[src/design/frame_crc16_append_check_core_assert.svh]
// ----------------------------------------------------------------------------
// Assertion macros for frame_crc16_append_check_core
// Concurrent checks that compile to nothing under synthesis.
// ----------------------------------------------------------------------------
`ifndef FRAME_CRC16_APPEND_CHECK_CORE_ASSERT_SVH
`define FRAME_CRC16_APPEND_CHECK_CORE_ASSERT_SVH

`ifndef SYNTHESIS
`define FCRC_ASSERT_IMP(lbl, clk, rst, ante, cons) \
   lbl: assert property (@(posedge clk) disable iff (rst) (ante) |-> (cons)) \
      else $error("fcrc assertion failed");
`define FCRC_ASSERT_NEXT(lbl, clk, rst, ante, cons) \
   lbl: assert property (@(posedge clk) disable iff (rst) (ante) |=> (cons)) \
      else $error("fcrc assertion failed");
`else
`define FCRC_ASSERT_IMP(lbl, clk, rst, ante, cons)
`define FCRC_ASSERT_NEXT(lbl, clk, rst, ante, cons)
`endif

`endif

[src/design/fcrc_pkg.sv]
// ----------------------------------------------------------------------------
// fcrc_pkg
// Types, constants and CRC-16/MODBUS functions for the frame CRC core.
// ----------------------------------------------------------------------------
`default_nettype none

package fcrc_pkg;

   localparam int unsigned PAYLOAD_LEN_DEF = 22;
   localparam logic [15:0] CRC_INIT        = 16'hFFFF;
   localparam logic [15:0] CRC_POLY        = 16'hA001;

   typedef enum logic {
      MODE_GEN   = 1'b0,
      MODE_CHECK = 1'b1
   } mode_type;

   typedef enum logic [1:0] {
      APP_IDLE,
      APP_HIGH,
      APP_LOW
   } app_state_type;

   typedef struct packed {
      logic [7:0] data_byte;
      logic       frame_start;
   } req_item_type;

   typedef struct packed {
      logic [7:0]  out_byte;
      logic        last_of_frame;
      logic        crc_ok;
      logic [15:0] crc_value;
   } rsp_item_type;

   typedef struct packed {
      logic item_taken;
      logic append_busy;
   } status_type;

   // reflected table entry, eight shift steps
   function automatic logic [15:0] crc_table_entry(input logic [7:0] idx);
      logic [15:0] c;
      c = {8'h00, idx};
      for (int i = 0; i < 8; i++) begin
         if (c[0]) begin
            c = (c >> 1) ^ CRC_POLY;
         end else begin
            c = c >> 1;
         end
      end
      return c;
   endfunction

   function automatic logic [15:0] crc_step(input logic [15:0] crc, input logic [7:0] b);
      return {8'h00, crc[15:8]} ^ crc_table_entry(crc[7:0] ^ b);
   endfunction

endpackage

`default_nettype wire

[src/design/fcrc_if.sv]
// ----------------------------------------------------------------------------
// fcrc channel interfaces
// Valid/ready channels for input items, result items and the mode register.
// ----------------------------------------------------------------------------
`default_nettype none

interface fcrc_req_if;
   logic       valid;
   logic       ready;
   logic [7:0] data_byte;
   logic       frame_start;
   modport source (output valid, output data_byte, output frame_start, input ready);
   modport sink   (input valid, input data_byte, input frame_start, output ready);
endinterface

interface fcrc_rsp_if;
   logic        valid;
   logic        ready;
   logic [7:0]  out_byte;
   logic        last_of_frame;
   logic        crc_ok;
   logic [15:0] crc_value;
   modport source (output valid, output out_byte, output last_of_frame, output crc_ok,
                   output crc_value, input ready);
   modport sink   (input valid, input out_byte, input last_of_frame, input crc_ok,
                   input crc_value, output ready);
endinterface

interface fcrc_csr_if;
   logic valid;
   logic ready;
   logic frame_mode;
   modport source (output valid, output frame_mode, input ready);
   modport sink   (input valid, input frame_mode, output ready);
endinterface

`default_nettype wire

[src/design/frame_crc16_append_check_core.sv]
// ----------------------------------------------------------------------------
// frame_crc16_append_check_core
// Fixed-length frames with CRC-16/MODBUS append (generate) or check.
// ----------------------------------------------------------------------------
//  channel   dir   fields                                         handshake
//  req_ch    in    data_byte, frame_start                         valid/ready
//  rsp_ch    out   out_byte, last_of_frame, crc_ok, crc_value     valid/ready
//  csr_ch    in    frame_mode                                     valid/ready
//
//  One item per cycle while the result register is free and no CRC append is
//  running; an accepted item goes to the input register, then the result register.
//  Generate mode adds two CRC items per frame, holding the input while the append sequencer drives the result register.
//  Synchronous active-high reset; mode resets to generate, CRC to 0xFFFF.
//  A stalled result register stops the frame logic and, once the input
//  register is full, the input channel.
// ----------------------------------------------------------------------------
`default_nettype none

`include "frame_crc16_append_check_core_assert.svh"

module frame_crc16_append_check_core
   import fcrc_pkg::*;
#(
   parameter int unsigned PAYLOAD_LEN = PAYLOAD_LEN_DEF
) (
   input wire logic    clock,
   input wire logic    reset,
   fcrc_req_if.sink    req_ch,
   fcrc_rsp_if.source  rsp_ch,
   fcrc_csr_if.sink    csr_ch
);

   mode_type     mode_ff;
   logic         in_valid_ff, in_valid_in;
   req_item_type in_item_ff;
   logic         req_accept;
   logic         rsp_valid;
   rsp_item_type rsp_item;
   status_type   status;

   assign csr_ch.ready = 1'b1;
   assign req_ch.ready = !in_valid_ff || status.item_taken;
   assign req_accept   = req_ch.valid && req_ch.ready;
   assign in_valid_in  = req_accept ? 1'b1 : (status.item_taken ? 1'b0 : in_valid_ff);

   always_ff @(posedge clock) begin
      if (reset) begin
         mode_ff     <= MODE_GEN;
         in_valid_ff <= 1'b0;
      end else begin
         in_valid_ff <= in_valid_in;
         if (csr_ch.valid) begin
            mode_ff <= mode_type'(csr_ch.frame_mode);
         end
      end
   end

   always_ff @(posedge clock) begin
      if (req_accept) begin
         in_item_ff.data_byte   <= req_ch.data_byte;
         in_item_ff.frame_start <= req_ch.frame_start;
      end
   end

   fcrc_frame_ctrl #(
      .PAYLOAD_LEN (PAYLOAD_LEN)
   ) u_frame_ctrl (
      .clock     (clock),
      .reset     (reset),
      .mode      (mode_ff),
      .in_valid  (in_valid_ff),
      .in_item   (in_item_ff),
      .rsp_ready (rsp_ch.ready),
      .rsp_valid (rsp_valid),
      .rsp_item  (rsp_item),
      .status    (status)
   );

   assign rsp_ch.valid         = rsp_valid;
   assign rsp_ch.out_byte      = rsp_item.out_byte;
   assign rsp_ch.last_of_frame = rsp_item.last_of_frame;
   assign rsp_ch.crc_ok        = rsp_item.crc_ok;
   assign rsp_ch.crc_value     = rsp_item.crc_value;

   `FCRC_ASSERT_IMP(a_ok_only_last, clock, reset, rsp_ch.valid && rsp_ch.crc_ok, rsp_ch.last_of_frame)
   `FCRC_ASSERT_IMP(a_ok_only_check, clock, reset, rsp_ch.valid && rsp_ch.crc_ok, mode_ff == MODE_CHECK)
   `FCRC_ASSERT_IMP(a_no_take_append, clock, reset, status.append_busy, !status.item_taken)
   `FCRC_ASSERT_NEXT(a_in_held, clock, reset, in_valid_ff && !status.item_taken, in_valid_ff)

endmodule

`default_nettype wire

[src/design/fcrc_frame_ctrl.sv]
// ----------------------------------------------------------------------------
// fcrc_frame_ctrl
// Frame counter, CRC update, CRC append sequencer and result register.
// ----------------------------------------------------------------------------
`default_nettype none

module fcrc_frame_ctrl
   import fcrc_pkg::*;
#(
   parameter int unsigned PAYLOAD_LEN = PAYLOAD_LEN_DEF
) (
   input  wire logic         clock,
   input  wire logic         reset,
   input  wire mode_type     mode,
   input  wire logic         in_valid,
   input  wire req_item_type in_item,
   input  wire logic         rsp_ready,
   output      logic         rsp_valid,
   output      rsp_item_type rsp_item,
   output      status_type   status
);

   localparam int unsigned CNT_W = $clog2(PAYLOAD_LEN + 2);
   localparam logic [CNT_W-1:0] LEN_C  = CNT_W'(PAYLOAD_LEN);
   localparam logic [CNT_W-1:0] LEN_P1 = CNT_W'(PAYLOAD_LEN + 1);
   localparam logic [CNT_W-1:0] CNT_ONE = CNT_W'(1);

   logic [15:0]      crc_ff, crc_in;
   logic [CNT_W-1:0] count_ff, count_in;
   logic [7:0]       rx_high_ff, rx_high_in;
   logic [15:0]      app_crc_ff;
   app_state_type    app_state_ff, app_state_in;
   logic             rsp_valid_ff, rsp_valid_in;
   rsp_item_type     rsp_item_ff, rsp_item_in;

   logic             out_free;
   logic             item_taken;
   logic             emit;
   logic             start_append;
   logic [15:0]      crc_base;
   logic [CNT_W-1:0] cnt_base;
   logic [15:0]      crc_upd;
   rsp_item_type     res0;

   assign out_free   = !rsp_valid_ff || rsp_ready;
   assign item_taken = in_valid && out_free && (app_state_ff == APP_IDLE);

   // per-item frame logic
   always_comb begin
      crc_base     = in_item.frame_start ? CRC_INIT : crc_ff;
      cnt_base     = in_item.frame_start ? '0 : count_ff;
      crc_upd      = CRC_INIT;
      crc_in       = crc_ff;
      count_in     = count_ff;
      rx_high_in   = rx_high_ff;
      start_append = 1'b0;
      res0.out_byte      = in_item.data_byte;
      res0.last_of_frame = 1'b0;
      res0.crc_ok        = 1'b0;
      res0.crc_value     = crc_base;
      if (mode == MODE_GEN) begin
         if (cnt_base >= LEN_C) begin
            crc_base = CRC_INIT;
            cnt_base = '0;
         end
         crc_upd        = crc_step(crc_base, in_item.data_byte);
         res0.crc_value = crc_upd;
         if ((cnt_base + CNT_ONE) == LEN_C) begin
            start_append = 1'b1;
            crc_in       = CRC_INIT;
            count_in     = '0;
         end else begin
            crc_in   = crc_upd;
            count_in = cnt_base + CNT_ONE;
         end
      end else begin
         if (cnt_base > LEN_P1) begin
            crc_base = CRC_INIT;
            cnt_base = '0;
         end
         if (cnt_base < LEN_C) begin
            crc_upd        = crc_step(crc_base, in_item.data_byte);
            res0.crc_value = crc_upd;
            crc_in         = crc_upd;
            count_in       = cnt_base + CNT_ONE;
         end else if (cnt_base == LEN_C) begin
            rx_high_in     = in_item.data_byte;
            crc_in         = crc_base;
            count_in       = cnt_base + CNT_ONE;
            res0.crc_value = crc_base;
         end else begin
            res0.last_of_frame = 1'b1;
            res0.crc_ok        = ({rx_high_ff, in_item.data_byte} == crc_base);
            res0.crc_value     = crc_base;
            crc_in             = CRC_INIT;
            count_in           = '0;
         end
      end
   end

   // append sequencer: next state
   always_comb begin
      app_state_in = app_state_ff;
      unique case (app_state_ff)
         APP_IDLE: begin
            if (item_taken && start_append) begin
               app_state_in = APP_HIGH;
            end
         end
         APP_HIGH: begin
            if (out_free) begin
               app_state_in = APP_LOW;
            end
         end
         APP_LOW: begin
            if (out_free) begin
               app_state_in = APP_IDLE;
            end
         end
         default: app_state_in = APP_IDLE;
      endcase
   end

   // append sequencer: outputs
   always_comb begin
      emit        = 1'b0;
      rsp_item_in = res0;
      unique case (app_state_ff)
         APP_IDLE: begin
            emit = item_taken;
         end
         APP_HIGH: begin
            emit                      = out_free;
            rsp_item_in.out_byte      = app_crc_ff[15:8];
            rsp_item_in.last_of_frame = 1'b0;
            rsp_item_in.crc_ok        = 1'b0;
            rsp_item_in.crc_value     = app_crc_ff;
         end
         APP_LOW: begin
            emit                      = out_free;
            rsp_item_in.out_byte      = app_crc_ff[7:0];
            rsp_item_in.last_of_frame = 1'b1;
            rsp_item_in.crc_ok        = 1'b0;
            rsp_item_in.crc_value     = app_crc_ff;
         end
         default: begin
            emit = 1'b0;
         end
      endcase
   end

   assign rsp_valid_in = emit ? 1'b1 : (rsp_ready ? 1'b0 : rsp_valid_ff);

   always_ff @(posedge clock) begin
      if (reset) begin
         crc_ff       <= CRC_INIT;
         count_ff     <= '0;
         rx_high_ff   <= '0;
         app_state_ff <= APP_IDLE;
         rsp_valid_ff <= 1'b0;
      end else begin
         app_state_ff <= app_state_in;
         rsp_valid_ff <= rsp_valid_in;
         if (item_taken) begin
            crc_ff     <= crc_in;
            count_ff   <= count_in;
            rx_high_ff <= rx_high_in;
         end
      end
   end

   always_ff @(posedge clock) begin
      if (item_taken && start_append) begin
         app_crc_ff <= crc_upd;
      end
      if (emit) begin
         rsp_item_ff <= rsp_item_in;
      end
   end

   assign rsp_valid          = rsp_valid_ff;
   assign rsp_item           = rsp_item_ff;
   assign status.item_taken  = item_taken;
   assign status.append_busy = (app_state_ff != APP_IDLE);

endmodule

`default_nettype wire
[src/flat_wrapper.sv]
// flat-port wrapper written by rule: the top's interface ports become plain ports
module frame_crc16_append_check_core_flat import fcrc_pkg::*;
#(
   parameter int unsigned PAYLOAD_LEN = PAYLOAD_LEN_DEF
)
  (clock, reset, req_ch_valid, req_ch_data_byte, req_ch_frame_start, req_ch_ready, rsp_ch_valid, rsp_ch_out_byte, rsp_ch_last_of_frame, rsp_ch_crc_ok, rsp_ch_crc_value, rsp_ch_ready, csr_ch_valid, csr_ch_frame_mode, csr_ch_ready);
  fcrc_req_if req_ch_i ();
  fcrc_rsp_if rsp_ch_i ();
  fcrc_csr_if csr_ch_i ();
  input wire logic clock;
  input wire logic reset;
  input wire logic [$bits(req_ch_i.valid)-1:0] req_ch_valid;
  input wire logic [$bits(req_ch_i.data_byte)-1:0] req_ch_data_byte;
  input wire logic [$bits(req_ch_i.frame_start)-1:0] req_ch_frame_start;
  output wire logic [$bits(req_ch_i.ready)-1:0] req_ch_ready;
  output wire logic [$bits(rsp_ch_i.valid)-1:0] rsp_ch_valid;
  output wire logic [$bits(rsp_ch_i.out_byte)-1:0] rsp_ch_out_byte;
  output wire logic [$bits(rsp_ch_i.last_of_frame)-1:0] rsp_ch_last_of_frame;
  output wire logic [$bits(rsp_ch_i.crc_ok)-1:0] rsp_ch_crc_ok;
  output wire logic [$bits(rsp_ch_i.crc_value)-1:0] rsp_ch_crc_value;
  input wire logic [$bits(rsp_ch_i.ready)-1:0] rsp_ch_ready;
  input wire logic [$bits(csr_ch_i.valid)-1:0] csr_ch_valid;
  input wire logic [$bits(csr_ch_i.frame_mode)-1:0] csr_ch_frame_mode;
  output wire logic [$bits(csr_ch_i.ready)-1:0] csr_ch_ready;
  assign req_ch_i.valid = req_ch_valid;
  assign req_ch_i.data_byte = req_ch_data_byte;
  assign req_ch_i.frame_start = req_ch_frame_start;
  assign req_ch_ready = req_ch_i.ready;
  assign rsp_ch_valid = rsp_ch_i.valid;
  assign rsp_ch_out_byte = rsp_ch_i.out_byte;
  assign rsp_ch_last_of_frame = rsp_ch_i.last_of_frame;
  assign rsp_ch_crc_ok = rsp_ch_i.crc_ok;
  assign rsp_ch_crc_value = rsp_ch_i.crc_value;
  assign rsp_ch_i.ready = rsp_ch_ready;
  assign csr_ch_i.valid = csr_ch_valid;
  assign csr_ch_i.frame_mode = csr_ch_frame_mode;
  assign csr_ch_ready = csr_ch_i.ready;
  frame_crc16_append_check_core #(.PAYLOAD_LEN(PAYLOAD_LEN)) u_core (.clock(clock), .reset(reset), .req_ch(req_ch_i), .rsp_ch(rsp_ch_i), .csr_ch(csr_ch_i));
endmodule
[config.mk]
export PLATFORM = sky130hd
export DESIGN_NAME = frame_crc16_append_check_core_flat
export DESIGN_NICKNAME = d
export VERILOG_FILES = /design/src/design/fcrc_pkg.sv /design/src/design/fcrc_if.sv /design/src/design/frame_crc16_append_check_core.sv /design/src/design/fcrc_frame_ctrl.sv /design/src/flat_wrapper.sv
export VERILOG_INCLUDE_DIRS = /design/src /design/src/design
export SDC_FILE = /design/constraint.sdc
export NUM_CORES = 1
export LEC_CHECK = 0
export ABC_CLOCK_PERIOD_IN_PS = 5900
export BUFFER_PORTS_ARGS = -buffer_cell sky130_fd_sc_hd__buf_2
export CORE_UTILIZATION = 35
export CTS_CLUSTER_DIAMETER = 30
export DETAILED_ROUTE_END_ITERATION = 10
export GPL_ROUTABILITY_DRIVEN = 0
export PLACE_DENSITY_LB_ADDON = 0.1
export REMOVE_ABC_BUFFERS = 1
export SLEW_MARGIN = 20
export SYNTH_ARGS = -nofsm -noshare
export SYNTH_HDL_FRONTEND = slang
export SYNTH_SLANG_ARGS = --single-unit
[constraint.sdc]
create_clock -name clock -period 5.9 [get_ports clock]
set_input_delay 0.885 -clock clock [delete_from_list [all_inputs] [get_ports clock]]
set_output_delay 0.885 -clock clock [all_outputs]
set_load 0.005 [all_outputs]
; Yosys cells after proc, flatten, opt, wreduce, memory -nomap -nowiden
; Cells that the tools add are included.
[totals]
elab_cells = 139
input_bits = 15
ff_bits = 85
out_inout_bits = 29
[classes]
n_addsub = 2
reduce_logical = 14
n_mux = 77
bitwise = 21
magnitude_cmp = 3
eq_ne = 8
[op_table]
columns = cell, n
row1 = 2-to-1 mux 16 bit, 53
row2 = one-hot mux 26 bit (2 select lines), 1
row3 = 2-to-1 mux 5 bit, 9
row4 = inverter 2 -> 3 bit, 14
row5 = XOR 8 x 16 -> 16 bit, 2
row6 = equality test 16 bit, 1
row7 = XOR 8 bit, 2
row8 = 2-to-1 mux 2 bit, 6
row9 = adder 5 x 1 -> 5 bit (second input constant), 2
row10 = equality test 5 bit (second input constant), 2
row11 = 2-to-1 mux 1 bit, 6
row12 = inverter 1 -> 3 bit, 2
row13 = one-hot mux 2 bit (3 select lines), 1
row14 = >= comparator 5 bit (second input constant), 1
row15 = > comparator 5 bit (second input constant), 1
row16 = < comparator 5 bit (second input constant), 1
row17 = logical AND 1 bit, 4
row18 = != test 2 bit (second input constant), 2
row19 = AND reduction 4 bit, 1
row20 = nonzero test 2 bit, 2
row21 = AND reduction 3 bit, 1
row22 = equality test 2 x 1 -> 1 bit (second input constant), 1
row23 = equality test 2 bit (second input constant), 1
row24 = zero test 1 bit, 2
row25 = other kinds (6), 7

; Logic depth before layout (Yosys ltp)
[depth]
word_depth = 41
mapped_depth = 13
depth_no_buf = 11

; Modules after synthesis
; Synthesis repeated with hierarchy kept, for this count alone.
[hier_totals]
hier_cells = 550
area_unflattened_um2 = 5303.8
[modules_own_cells]
columns = mod, instances, area_each_um2, cells_per_inst, seq_area_each_um2
row1 = fcrc_frame_ctrl, 1, 4933.5, 531, 1901.8
row2 = frame_crc16_append_check_core, 1, 370.4, 19, 310.3

; Least setup slack after synthesis
; Ideal clock, no wire load.
[synth_path]
path_type = reg-to-reg
from = register u_core.u_frame_ctrl.count_ff[2]
to = register u_core.u_frame_ctrl.app_state_ff[1]
path_slack_ps = 1803
path_stages_with_launch = 10
arrival_time_ps = 4024
path_cell_list = dfxtp_1 a21o_1 a21oi_2 and2_1 ha_1 a21boi_0 o221ai_1 nor4_1 o21ai_0 a21oi_1
[synth_via]
elab_chain_cells = 11
[synth_rtl]
columns = element, line_no
row1 = start: declaration, fcrc_frame_ctrl.sv:29  ; logic [CNT_W-1:0] count_ff, count_in;
row2 = start signal: assignment, fcrc_frame_ctrl.sv:166  ; count_ff <= count_in;
row3 = 2-to-1 mux 5 bit (*), fcrc_frame_ctrl.sv:51  ; cnt_base = in_item.frame_start ? '0 : count_ff;
row4 = >= comparator 5 bit, fcrc_frame_ctrl.sv:62  ; if (cnt_base >= LEN_C) begin
row5 = 2-to-1 mux 5 bit (*), fcrc_frame_ctrl.sv:62
row6 = 2-to-1 mux 5 bit (*), fcrc_frame_ctrl.sv:61  ; if (mode == MODE_GEN) begin
row7 = adder 5 x 1 -> 5 bit (*), fcrc_frame_ctrl.sv:68  ; if ((cnt_base + CNT_ONE) == LEN_C) begin
row8 = equality test 5 bit (*), fcrc_frame_ctrl.sv:68
row9 = 2-to-1 mux 1 bit (*), fcrc_frame_ctrl.sv:68
row10 = 2-to-1 mux 1 bit (*), fcrc_frame_ctrl.sv:61
row11 = logical AND 1 bit (*), fcrc_frame_ctrl.sv:106  ; if (item_taken && start_append) begin
row12 = != test 2 x 1 -> 1 bit (no source line) (*), --
row13 = AND reduction 3 bit (no source line) (*), --
row14 = end signal: assignment, fcrc_frame_ctrl.sv:162  ; app_state_ff <= app_state_in;
row15 = end: declaration, fcrc_frame_ctrl.sv:32  ; app_state_type app_state_ff, app_state_in;
; Every way passes the cells marked *; elsewhere a longest branch is shown, timed or not. The select of a mux whose other input is x is not followed.
; A chain may end at the register's enable or synchronous reset.

; Worst setup path in the final report
[layout_path]
from = register u_core.in_item_ff[0] (netlist name)
to = register u_core.u_frame_ctrl.count_ff[0]
[layout_via]
elab_chain_cells = 8
[layout_rtl]
columns = element, line_no
row1 = start: declaration, frame_crc16_append_check_core.sv:35  ; req_item_type in_item_ff;
row2 = 2-to-1 mux 5 bit (*), fcrc_frame_ctrl.sv:51
row3 = >= comparator 5 bit or > comparator 5 bit (tied branches), "fcrc_frame_ctrl.sv:62, fcrc_frame_ctrl.sv:77"
row4 = 2-to-1 mux 5 bit (on tied branches), "fcrc_frame_ctrl.sv:62, fcrc_frame_ctrl.sv:77"
row5 = 2-to-1 mux 5 bit, fcrc_frame_ctrl.sv:61
row6 = adder 5 x 1 -> 5 bit (tied with other cells), "fcrc_frame_ctrl.sv:68, fcrc_frame_ctrl.sv:74"
row7 = equality test 5 bit or 2-to-1 mux 5 bit (tied branches), "fcrc_frame_ctrl.sv:68, fcrc_frame_ctrl.sv:86"
row8 = 2-to-1 mux 5 bit (on tied branches), "fcrc_frame_ctrl.sv:68, fcrc_frame_ctrl.sv:81"
row9 = 2-to-1 mux 5 bit (*), fcrc_frame_ctrl.sv:61
; Marked as above.

==> out/metrics.yaml <==
dieArea_um2: 14900
crit_slowest_cell: "edfxtp_1"
ys_ff_latch: 85
hp-class: "reg2reg"
power.switching_uw: 423
ys_types: 64
fin_crit_ps: 3800
wl_per_cell_um: 19.1
grt_max_degree: 45
hpwl_mm: 9.86
yosysTopAreaCell: "edfxtp_1"
antenna_found_initial: 0
io_pins: 44
startpoint_type: "flop"
drive_gt1_share_pct: 14.6
cts_resized: 0
critPathMaxStageDelay_ps: 740
fin_util_pct: 40.6
ys.flop_type: "edfxtp_1"
cts_tree: "done"
yosys.area_share.adder_pct: 2.97
cts_hold_buf: 0
rsz0062_at_grt: "no"
fmax_mhz: 263
ys_async_sr_fraction_pct: 0
grtUsageMet1_pct: 28.1
cts_setup_buffers: 0
pwr-share-clk_pct: 36.7
synth_simple_gate_area_share_pct: 15.0
synth-xor-area-share_pct: 12.0
clock_latency_ps: 350
grt-ovfl-total: 0
multi_input_area_um2: 2610
ant_nets: 0
max_slew_margin_pct: 35.2
finalMaxSlewViolations: 0
cts-buffers-inserted: 9
core_um2: 14000
areaGrowthSynthToFinish_pct: 12.3
finClkSkew_ps: 9.00
drc: 0
combPwrFrac_pct: 18.6
vias: 3995
cp.arrival_ps: 4000
report.power.total_uw: 1570
p_int_uw: 1150
grt_pass1_wl_mm: 22.1
worstMarginPinSlew_ps: 972
seq_area_frac_synth_pct: 43.8
nFillCells: 1401
syn_inst: 527
holdWs_ps: 511
vias_per_cell: 5.45
port_buffers: 42
root_buffer: "clkbuf_16"
worst_ir_drop_vdd_v: 0.000128
synth_mux_area_share_pct: 2.65
busiest_layer: "met2"
path_cells: "a21oi_2 > and2_1 > ha_1 > a21boi_0 > o221a_2 > a21oi_1 > o21ai_1 > nor2b_1 > a311oi_1"
drt_wl_total_mm: 14.0
worst-setup-path-type: "reg2reg"
critPathBufInv: 0
fin_tns_setup_ps: 0
seqPwrFrac_pct: 44.8
met3_usage_pct: 3.89
diodes: 0
finalHoldViolCount: 0
synth_area_leaders: "edfxtp_1 (30%), dfxtp_1 (13%), xnor2_1 (4.9%)"
synth_compound_area_share_pct: 18.6
cts_buffer_depth: 2
worstPathRequired_ps: 6100
gr-usage-all-layers_pct: 20.3
die_w_um: 122
yosys.area.top_type_share_pct: 30.3
power_density_nw_per_um2: 277
yosysWarnings: 0
cp_max_fo: 23
die_h_um: 122
swShare_pct: 26.9
seq_area_um2: 2210
crit_family: "compound AO/OA/AOI/OAI gates"
num-nets-final: 575
cp-end-kind: "flop"
rows: 43
grt_pass1_vias: 3785
fin_crit_sh_pct: 64.4
start_util_pct: 36.1
setup_viol: 0
met2_usage_pct: 31.5
synth_edf_count: 51
cts.htree.levels: 3
drt_iter0_markers: 265
clock_sinks: 85
syn_avg_cell_area_um2: 9.59
cts.clk_slew.worst_paths_ps: 60
p_leak_uw: 0.00220
netlist_area_um2: 5050
cap_violations: 0
firstDrtPassIters: 4
status: "finished clean"
synth_top_family_by_area: "compound AO/OA/AOI/OAI gates"
## layer usage
layer / part of all wire, % / vias up
li1: - / 1930
met5: 0 / -
met1: 48 / 1944
met4: 1.7 / 0
met3: 4.5 / 17
met2: 46 / 104
## final cells by class
class	instances	area share [%]
clock buffers	13	4.41
clock inverters	3	0.816
inverters	17	1.12
multi-input cells	386	46.1
flip-flops and latches	85	39.0
well taps	180	3.97
repair buffers	49	4.63
## path summary, 6_finish.rpt
kind,start,to,slack [ps],cells after the start
setup / recovery,u_core.in_item_ff[0]$_DFFE_PP_,u_core.u_frame_ctrl.count_ff[0]$_SDFFE_PP0P_,2100,9
hold / removal,u_core.u_frame_ctrl.rx_high_ff[0]$_SDFFE_PP0P_,u_core.u_frame_ctrl.rx_high_ff[0]$_SDFFE_PP0P_,510,2
setup reg to reg,u_core.in_item_ff[0]$_DFFE_PP_,u_core.u_frame_ctrl.count_ff[0]$_SDFFE_PP0P_,2100,9
hold reg to reg,u_core.u_frame_ctrl.rx_high_ff[0]$_SDFFE_PP0P_,u_core.u_frame_ctrl.rx_high_ff[0]$_SDFFE_PP0P_,510,2
## power groups by stage
stage               sequential (uW)  combinational, uW  clock [uW]
floorplan                       708                215           0
global placement                716                290           0
detailed placement              716                291           0
CTS                             703                292         594
global route                    708                319         611
finish                          704                292         577
## state kept, by name, summed over array words and instances, names as in the netlist
register and cells:
u_core.in_item_ff 9, u_core.in_valid_ff 1, u_core.mode_ff 1, u_core.u_frame_ctrl.app_crc_ff 16, u_core.u_frame_ctrl.app_state_ff 2, u_core.u_frame_ctrl.count_ff 5, u_core.u_frame_ctrl.crc_ff 16, u_core.u_frame_ctrl.rsp_item 26
u_core.u_frame_ctrl.rsp_valid 1, u_core.u_frame_ctrl.rx_high_ff 8
## synthesized netlist by cell type (all sizes together), types with 2 or more instances
master	n
o32ai	2
a32o	2
edfxtp	51
nand4	3
inv	16
dfxtp	34
a22oi	8
a31oi	8
a22o	11
and2	3
o22ai	9
nor2b	4
o21ai	25
a21o	8
nand2b	14
nand3	7
buf	15
or3	2
xnor3	6
nor3	16
o211ai	3
nor4	6
mux2i	11
nor2	61
ha	12
o221ai	3
clkbuf	24
a221oi	3
a21oi	35
o21a	8
a21boi	2
nand2	43
a211oi	8
xor2	19
a311oi	2
xnor2	30
and3b	2
## placed cells by master (no fill, tap or decap), drive strengths merged, types with 3 or more instances in the layout
master  Yosys  routed
nor2       61      61
edfxtp     51      51
buf        15      49
nand2      43      43
a21oi      35      35
dfxtp      34      34
xnor2      30      30
o21ai      25      25
xor2       19      19
inv        16      17
nor3       16      16
nand2b     14      14
clkbuf     24      13
ha         12      12
a22o       11      11
mux2i      11      11
o22ai       9       9
a21o        8       8
o21a        8       8
a22oi       8       8
a31oi       8       8
a211oi      8       8
nand3       7       7
xnor3       6       6
nor4        6       6
nor2b       4       4
o221ai      3       3
a221oi      3       3
and2        3       3
nand4       3       3
o211ai      3       3
## worst min-delay path: stages, from the launching register on
cell and delay, ps:
dfxtp_1 340, a21oi_1 70, nor2_1 70
## cell families (layout without fill, tap and decap cells)
kind of cell	Yosys count	after routing
xor gates and xnor gates	56	56
and+or+nand+nor	164	164
other	1	1
adders and majority gates	12	12
buffers and inverters	56	82
DFF	85	85
muxes	12	12
AOI/OAI and AO/OA	141	141
## through the flow
stage          cells  setup slack [ps]  instance area [um2]
2_1_floorplan    488              1720                 4870
3_3_place_gp     717              2240                 5380
3_5_place_dp     717              2120                 5380
4_1_cts          733              2120                 5670
5_1_grt          733              1820                 5670
6_report         733              2100                 5670
(Power assumes the default switching activity.)
